### src/mlu_pkg.sv
// ----------------------------------------------------------------------------
// mlu_pkg
// Shared types, constants and decode functions for the mu-law/PCM clip
// upsampler.
// ----------------------------------------------------------------------------
package mlu_pkg;

    localparam int BLOCK_SAMPLES = 128;
    localparam int BBC_W         = $clog2(2 * BLOCK_SAMPLES + 1);
    localparam int LEN_W         = 24;

    localparam int Q_DEPTH = 4;
    localparam int Q_AW    = $clog2(Q_DEPTH);
    localparam int Q_CW    = $clog2(Q_DEPTH + 1);

    localparam logic OP_BYTE = 1'b0;
    localparam logic OP_STOP = 1'b1;

    localparam logic [1:0] HDR_LEN0 = 2'd0;
    localparam logic [1:0] HDR_LEN1 = 2'd1;
    localparam logic [1:0] HDR_LEN2 = 2'd2;
    localparam logic [1:0] HDR_FMT  = 2'd3;

    localparam logic [1:0] RFL_1X = 2'd0;
    localparam logic [1:0] RFL_2X = 2'd1;
    localparam logic [1:0] RFL_4X = 2'd2;

    // output sample kinds within one item's burst
    localparam logic [1:0] KIND_Q1  = 2'd0;
    localparam logic [1:0] KIND_MID = 2'd1;
    localparam logic [1:0] KIND_Q3  = 2'd2;
    localparam logic [1:0] KIND_CUR = 2'd3;

    typedef struct packed {
        logic signed [15:0] prior;
        logic signed [15:0] cur;
        logic [1:0]         rfl;
        logic               last;
    } job_t;

    typedef struct packed {
        logic full;
        logic empty;
    } q_stat_t;

    function automatic logic signed [15:0] mulaw_decode(input logic [7:0] code);
        logic [7:0]  u;
        logic [2:0]  ex;
        logic [3:0]  mant;
        logic [15:0] mag;
        u    = ~code;
        ex   = u[6:4];
        mant = u[3:0];
        mag  = (({9'd0, mant, 3'd0} + 16'h0084) << ex) - 16'h0084;
        return $signed(u[7] ? (16'd0 - mag) : mag);
    endfunction

    function automatic logic [BBC_W-1:0] block_bytes(input logic pcm,
                                                     input logic [1:0] rfl);
        logic [BBC_W-1:0] per;
        per = BBC_W'(BLOCK_SAMPLES) >> rfl;
        return pcm ? (per << 1) : per;
    endfunction

endpackage

### src/mlu_front.sv
// ----------------------------------------------------------------------------
// mlu_front
// Byte front end: header parsing, sample decode, block length accounting.
// Emits one job per decoded sample into the job queue.
// ----------------------------------------------------------------------------
module mlu_front
    import mlu_pkg::*;
(
    input  logic       clk,
    input  logic       rst_n,
    input  logic       push,
    input  logic       op,
    input  logic [7:0] data_byte,
    output logic       full,
    input  q_stat_t    q_stat,
    output logic       job_push,
    output job_t       job
);

    logic               phase_reg, phase_next;
    logic [1:0]         hidx_reg, hidx_next;
    logic               is_pcm_reg, is_pcm_next;
    logic [1:0]         rfl_reg, rfl_next;
    logic [LEN_W-1:0]   rem_reg, rem_next;
    logic [BBC_W-1:0]   bbc_reg, bbc_next;
    logic signed [15:0] prior_reg, prior_next;
    logic [7:0]         low_reg, low_next;
    logic               held_reg, held_next;

    logic               accept;
    logic [BBC_W-1:0]   consumed;
    logic [BBC_W-1:0]   bbc_inc;
    logic [LEN_W-1:0]   consumed_ext;
    logic signed [15:0] cur;
    logic               fmt_ok;

    assign full         = q_stat.full;
    assign accept       = push && !q_stat.full;
    assign consumed     = block_bytes(is_pcm_reg, rfl_reg);
    assign consumed_ext = {{(LEN_W - BBC_W){1'b0}}, consumed};
    assign bbc_inc      = bbc_reg + 1'b1;
    assign cur          = is_pcm_reg ? $signed({data_byte, low_reg}) : mulaw_decode(data_byte);
    assign fmt_ok       = (data_byte[6:2] == 5'd0) && (data_byte[1:0] != 2'd0);

    always_comb
    begin
        phase_next  = phase_reg;
        hidx_next   = hidx_reg;
        is_pcm_next = is_pcm_reg;
        rfl_next    = rfl_reg;
        rem_next    = rem_reg;
        bbc_next    = bbc_reg;
        prior_next  = prior_reg;
        low_next    = low_reg;
        held_next   = held_reg;
        job_push    = 1'b0;
        job.prior   = prior_reg;
        job.cur     = cur;
        job.rfl     = rfl_reg;
        job.last    = 1'b0;

        if (accept)
        begin
            if (op == OP_STOP)
            begin
                phase_next = 1'b0;
                hidx_next  = HDR_LEN0;
            end
            else if (!phase_reg)
            begin
                case (hidx_reg)
                    HDR_LEN0: rem_next = {16'd0, data_byte};
                    HDR_LEN1: rem_next = rem_reg | {8'd0, data_byte, 8'd0};
                    HDR_LEN2: rem_next = rem_reg | {data_byte, 16'd0};
                    HDR_FMT:
                    begin
                        if (fmt_ok)
                        begin
                            phase_next  = 1'b1;
                            is_pcm_next = data_byte[7];
                            rfl_next    = data_byte[1:0] - 2'd1;
                            prior_next  = 16'sd0;
                            bbc_next    = '0;
                            held_next   = 1'b0;
                            low_next    = 8'd0;
                        end
                    end
                    default: rem_next = rem_reg;
                endcase
                hidx_next = hidx_reg + 2'd1;
            end
            else if (is_pcm_reg && !held_reg)
            begin
                low_next  = data_byte;
                held_next = 1'b1;
                bbc_next  = bbc_inc;
            end
            else
            begin
                held_next  = 1'b0;
                prior_next = cur;
                job_push   = 1'b1;
                if (bbc_inc >= consumed)
                begin
                    bbc_next = '0;
                    if (rem_reg > consumed_ext)
                    begin
                        rem_next = rem_reg - consumed_ext;
                    end
                    else
                    begin
                        job.last   = 1'b1;
                        phase_next = 1'b0;
                        hidx_next  = HDR_LEN0;
                    end
                end
                else
                begin
                    bbc_next = bbc_inc;
                end
            end
        end
    end

    always_ff @(posedge clk or negedge rst_n)
    begin
        if (!rst_n)
        begin
            phase_reg  <= 1'b0;
            hidx_reg   <= HDR_LEN0;
            is_pcm_reg <= 1'b0;
            rfl_reg    <= RFL_1X;
            rem_reg    <= '0;
            bbc_reg    <= '0;
            prior_reg  <= 16'sd0;
            low_reg    <= 8'd0;
            held_reg   <= 1'b0;
        end
        else
        begin
            phase_reg  <= phase_next;
            hidx_reg   <= hidx_next;
            is_pcm_reg <= is_pcm_next;
            rfl_reg    <= rfl_next;
            rem_reg    <= rem_next;
            bbc_reg    <= bbc_next;
            prior_reg  <= prior_next;
            low_reg    <= low_next;
            held_reg   <= held_next;
        end
    end

endmodule

### src/mlu_fifo.sv
// ----------------------------------------------------------------------------
// mlu_fifo
// Short job queue between the byte front end and the sample back end.
// ----------------------------------------------------------------------------
module mlu_fifo
    import mlu_pkg::*;
(
    input  logic    clk,
    input  logic    rst_n,
    input  logic    wr,
    input  job_t    wr_job,
    input  logic    rd,
    output job_t    rd_job,
    output q_stat_t stat
);

    job_t            mem_reg [Q_DEPTH];
    logic [Q_AW-1:0] wp_reg, wp_next;
    logic [Q_AW-1:0] rp_reg, rp_next;
    logic [Q_CW-1:0] cnt_reg, cnt_next;

    assign stat.full  = (cnt_reg == Q_CW'(Q_DEPTH));
    assign stat.empty = (cnt_reg == '0);
    assign rd_job     = mem_reg[rp_reg];

    always_comb
    begin
        wp_next  = wr ? wp_reg + 1'b1 : wp_reg;
        rp_next  = rd ? rp_reg + 1'b1 : rp_reg;
        cnt_next = cnt_reg;
        if (wr && !rd)
        begin
            cnt_next = cnt_reg + 1'b1;
        end
        else if (rd && !wr)
        begin
            cnt_next = cnt_reg - 1'b1;
        end
    end

    always_ff @(posedge clk)
    begin
        if (wr)
        begin
            mem_reg[wp_reg] <= wr_job;
        end
    end

    always_ff @(posedge clk or negedge rst_n)
    begin
        if (!rst_n)
        begin
            wp_reg  <= '0;
            rp_reg  <= '0;
            cnt_reg <= '0;
        end
        else
        begin
            wp_reg  <= wp_next;
            rp_reg  <= rp_next;
            cnt_reg <= cnt_next;
        end
    end

endmodule

### src/mlu_back.sv
// ----------------------------------------------------------------------------
// mlu_back
// Sample back end: expands each job into its interpolated samples and the
// decoded sample, one per cycle into the output register when free or popped.
// ----------------------------------------------------------------------------
module mlu_back
    import mlu_pkg::*;
(
    input  logic               clk,
    input  logic               rst_n,
    input  q_stat_t            q_stat,
    input  job_t               job,
    output logic               job_pop,
    input  logic               pop,
    output logic               empty,
    output logic signed [15:0] sample,
    output logic               last
);

    logic [1:0]         idx_reg, idx_next;
    logic               ov_reg, ov_next;
    logic signed [15:0] smp_reg, smp_next;
    logic               last_reg, last_next;

    logic               load;
    logic [1:0]         kind;
    logic               fin;
    logic signed [17:0] p18, s18, q1, mid, q3;

    assign empty  = !ov_reg;
    assign sample = smp_reg;
    assign last   = last_reg;

    assign load    = !q_stat.empty && (!ov_reg || pop);
    assign fin     = (kind == KIND_CUR);
    assign job_pop = load && fin;

    assign p18 = $signed({{2{job.prior[15]}}, job.prior});
    assign s18 = $signed({{2{job.cur[15]}}, job.cur});
    assign q1  = ((p18 <<< 1) + p18 + s18) >>> 2;
    assign mid = (p18 + s18) >>> 1;
    assign q3  = ((s18 <<< 1) + s18 + p18) >>> 2;

    always_comb
    begin
        case (job.rfl)
            RFL_1X:  kind = KIND_CUR;
            RFL_2X:  kind = idx_reg[0] ? KIND_CUR : KIND_MID;
            default: kind = idx_reg;
        endcase
    end

    always_comb
    begin
        idx_next  = idx_reg;
        smp_next  = smp_reg;
        last_next = last_reg;
        ov_next   = ov_reg && !pop;
        if (load)
        begin
            ov_next   = 1'b1;
            last_next = fin && job.last;
            idx_next  = fin ? 2'd0 : idx_reg + 2'd1;
            case (kind)
                KIND_Q1:  smp_next = q1[15:0];
                KIND_MID: smp_next = mid[15:0];
                KIND_Q3:  smp_next = q3[15:0];
                default:  smp_next = job.cur;
            endcase
        end
    end

    always_ff @(posedge clk or negedge rst_n)
    begin
        if (!rst_n)
        begin
            idx_reg  <= 2'd0;
            ov_reg   <= 1'b0;
            smp_reg  <= 16'sd0;
            last_reg <= 1'b0;
        end
        else
        begin
            idx_reg  <= idx_next;
            ov_reg   <= ov_next;
            smp_reg  <= smp_next;
            last_reg <= last_next;
        end
    end

endmodule

### src/mulaw_pcm_clip_upsampler.sv
// ----------------------------------------------------------------------------
// mulaw_pcm_clip_upsampler
// Clip byte stream player: 4-byte header, mu-law or 16-bit PCM decode,
// 1x/2x/4x linear-interpolation upsampling, block-based end of clip.
// ----------------------------------------------------------------------------
// Input bytes are taken one per cycle while the 4-entry job queue has room;
// header bytes, PCM low bytes and stop items produce no samples. Each decoded
// sample yields 1, 2 or 4 output samples, and the back end writes one sample
// per cycle into the output register while it is empty or being popped.
// Mu-law at 2x and 4x is bound by the back end; PCM at 1x is bound by its
// two input bytes per sample. The output sample register decouples result
// pop from input push; last marks the final sample of the clip.
module mulaw_pcm_clip_upsampler
    import mlu_pkg::*;
(
    input  logic               clk,
    input  logic               rst_n,
    input  logic               push,
    output logic               full,
    input  logic               op,
    input  logic [7:0]         data_byte,
    output logic               empty,
    input  logic               pop,
    output logic signed [15:0] sample,
    output logic               last
);

    q_stat_t q_stat;
    logic    job_push;
    logic    job_pop;
    job_t    wr_job;
    job_t    rd_job;

    mlu_front u_front (
        .clk       (clk),
        .rst_n     (rst_n),
        .push      (push),
        .op        (op),
        .data_byte (data_byte),
        .full      (full),
        .q_stat    (q_stat),
        .job_push  (job_push),
        .job       (wr_job)
    );

    mlu_fifo u_fifo (
        .clk    (clk),
        .rst_n  (rst_n),
        .wr     (job_push),
        .wr_job (wr_job),
        .rd     (job_pop),
        .rd_job (rd_job),
        .stat   (q_stat)
    );

    mlu_back u_back (
        .clk     (clk),
        .rst_n   (rst_n),
        .q_stat  (q_stat),
        .job     (rd_job),
        .job_pop (job_pop),
        .pop     (pop),
        .empty   (empty),
        .sample  (sample),
        .last    (last)
    );

    a_no_write_full: assert property (@(posedge clk) disable iff (!rst_n)
        job_push |-> !q_stat.full)
        else $error("job written into full queue");

    a_no_read_empty: assert property (@(posedge clk) disable iff (!rst_n)
        job_pop |-> !q_stat.empty)
        else $error("job read from empty queue");

    a_queue_status: assert property (@(posedge clk) disable iff (!rst_n)
        !(q_stat.full && q_stat.empty))
        else $error("queue both full and empty");

    a_out_fills: assert property (@(posedge clk) disable iff (!rst_n)
        (!q_stat.empty && empty) |=> !empty)
        else $error("output register not loaded from waiting job");

endmodule
### config.mk
export PLATFORM = sky130hd
export DESIGN_NAME = mulaw_pcm_clip_upsampler
export DESIGN_NICKNAME = d
export VERILOG_FILES = /design/src/mlu_pkg.sv /design/src/mlu_front.sv /design/src/mlu_fifo.sv /design/src/mlu_back.sv /design/src/mulaw_pcm_clip_upsampler.sv
export SDC_FILE = /design/constraint.sdc
export NUM_CORES = 1
export LEC_CHECK = 0
export BUFFER_PORTS_ARGS = -buffer_cell sky130_fd_sc_hd__buf_4
export CAP_MARGIN = 20
export CORE_UTILIZATION = 25
export CTS_CLUSTER_DIAMETER = 30
export DETAILED_ROUTE_END_ITERATION = 8
export SETUP_SLACK_MARGIN = 0.02
export SYNTH_ARGS = -nofsm -noshare
export SYNTH_HDL_FRONTEND = slang
export SYNTH_SLANG_ARGS = --single-unit
### constraint.sdc
create_clock -name clk -period 8.45 [get_ports clk]
set_input_delay 2.1125 -clock clk [delete_from_list [all_inputs] [get_ports clk]]
set_output_delay 2.1125 -clock clk [all_outputs]
set_load 0.03 [all_outputs]
==> impl_metrics.toml <==
[logic_synthesis]
synthFlopType = "edfxtp_1"
synth_largest_area_cell = "edfxtp_1"
async_flop_share_pct = 39.4
synthTopCellsByArea = "edfxtp_1, dfrtp_1, ha_1"
synth_edf_count = 140
avgSynthCellArea_um2 = 11.6
syn_area_um2 = 14000
seq_area_frac_synth_pct = 46.3
synthCells = 1202
synth.net_count = 1320
ys_warn_count = 0
synth_top_area_share_pct = 30.0
synth_cell_types = 97
synth_seq_cells = 231

[setup_path]
critPathKind = "reg -> reg"
end_kind = "flop"
worstRegToRegCells = 13
start_kind = "flop"
critical_path.max_fanout = 23
crit_arrival_ns = 5.48
required_ns = 8.86
reg2reg_slack_ns = 3.37

[final_layout]
final_util_pct = 30.3
fin_nets = 1362
mostFrequentLayoutCell = "edfxtp_1"
diodes = 0
syn2layout_area_growth_pct = 19.4
final_layout_size_suffix_gt1_share_pct = 16.4
largest_reg_flops = 140
layout_common_cells = "edfxtp_1, nand2_1, dfrtp_1, o21ai_0, ha_1"

[clocking]
cts_resized = 0
cts_hold_buf = 0
cts_setup_buffers = 0
cts_buffers = 49
clockBufferDepth = 3
cts_root_buffer = "clkbuf_16"
clock_latency_ns = 0.55
cts_tree = "built"
clk_pin_slew_ns = 0.05
ctsHtreeMaxLevel = 2
clkSinkCount = 231

[run_status]
outcome = "completed"

[place]
place.gp.congestion = 0.852
port_buffers = 31
hpwlAfterDp_um = 23700

[sta]
grt_setup_unrepaired = "false"
tns_ns = 0
finalWorstPathRequiredPeriod_ns = 5.08
setup-violations-final = 0
fmaxAchievable_ghz = 0.197
timing.slew.headroom_pct = 30.0
skew_ns = 0.0220
worst_slew_pin_slew_ns = 1.04
final_hold_viol_count = 0
period_share_pct = 60.1
drv_slew = 0

[die]
fp.dieH_um = 239
dieArea_um2 = 56900
boundaryPins = 32
core_area_um2 = 55200
rows = 86
initial_core_util_pct = 25.4
fp.dieW_um = 239

[drt]
drt-total-wl_um = 34000
viasPerCell = 4.86
ant_nets = 0
wire_per_inst_um = 16.7
drc = 0
dr.pass1.iters = 5
vias = 9866
dr.first_iter.drc_count = 747

[min_path]
whs_path_depth = 2
hold_class = "reg -> reg"

[global_route]
grt_pass1_vias = 9989
overflow = 0
antenna_found_initial = 0
track_usage_pct = 12.1
grt_first_pass_wirelength_um = 55100
grt_max_degree = 61

[flow_run]
maxCapViolCount = 0
cells by family (layout without fill, tap and decap cells):
logic type               Yosys count  count (layout)  share of synthesized area [%]
multiplexers                      54              54                           7.15
adder cells (fa/ha/maj)          105             105                           11.2
AND/OR/NAND/NOR                  334             334                           12.3
XOR/XNOR                          58              58                           3.63
flip-flops                       231             231                           46.3
AO/OA/AOI/OAI                    332             332                           16.4
buffers and inverters             88             170                           2.93
critical path, stage by stage, from the launching register on:
cell and delay (ns):
dfrtp_2 0.88, buf_4 0.44, mux4_2 0.67, fa_1 0.51, ha_1 0.37, o21ai_0 0.18, a21oi_1 0.09, o31ai_1 0.49
a21oi_1 0.18, o21ai_0 0.39, a21oi_1 0.15, xor2_1 0.17, a221oi_1 0.28, a211oi_1 0.12
metal layers:
layer	vias up	share of wire [%]	track usage, %
li1	4681	-	-
met1	4878	48	16.7
met2	249	45	19.1
met3	58	4.4	2.03
met4	0	2.5	3.63
met5	-	0	0
metrics by stage:
| stage | hold WS, ns | instances | setup WS, ns | area, um2 |
|---|---|---|---|---|
| 6_report | 0.474 | 2032 | 3.37 | 16700 |
| 5_1_grt | 0.493 | 2032 | 2.87 | 16700 |
| 4_1_cts | 0.478 | 2032 | 3.34 | 16700 |
| 3_5_place_dp | 0.457 | 1941 | 3.15 | 15000 |
| 3_3_place_gp | 0.453 | 1941 | 3.23 | 15000 |
| 2_1_floorplan | 0.441 | 1202 | 3.18 | 14000 |
worst paths after layout:
kind | start | to
setup / recovery | u_fifo.rp_reg[0] | u_back.sample[13]
hold / removal | u_back.last | u_back.last
setup reg to reg | u_fifo.rp_reg[0] | u_back.sample[13]
hold reg to reg | u_back.last | u_back.last
max in group asynchronous | rst_n | u_front.low_reg[4]
min in group asynchronous | rst_n | u_front.prior_reg[14]
cells in the mapped netlist, types with 25 or more instances:
master / count
edfxtp_1: 140
nand2_1: 102
dfrtp_1: 91
o21ai_0: 80
ha_1: 71
nor2_1: 61
a21oi_1: 59
a22o_1: 37
mux4_2: 36
fa_1: 34
inv_1: 32
clkbuf_1: 29
xnor2_1: 29
xor2_1: 29
nor3_1: 25
area by class of cell:
class | count | area (um2)
Fill cell | 5566 | 38500
Tap cell | 748 | 936
Sequential cell | 231 | 6480
Clock inverter | 35 | 442
Inverter | 34 | 129
Clock buffer | 56 | 1270
Timing Repair Buffer | 45 | 338
Multi-Input combinational cell | 883 | 7110
Power is not shown: default switching activity piles up to over one toggle a cycle in this logic, so the estimate is an artifact.
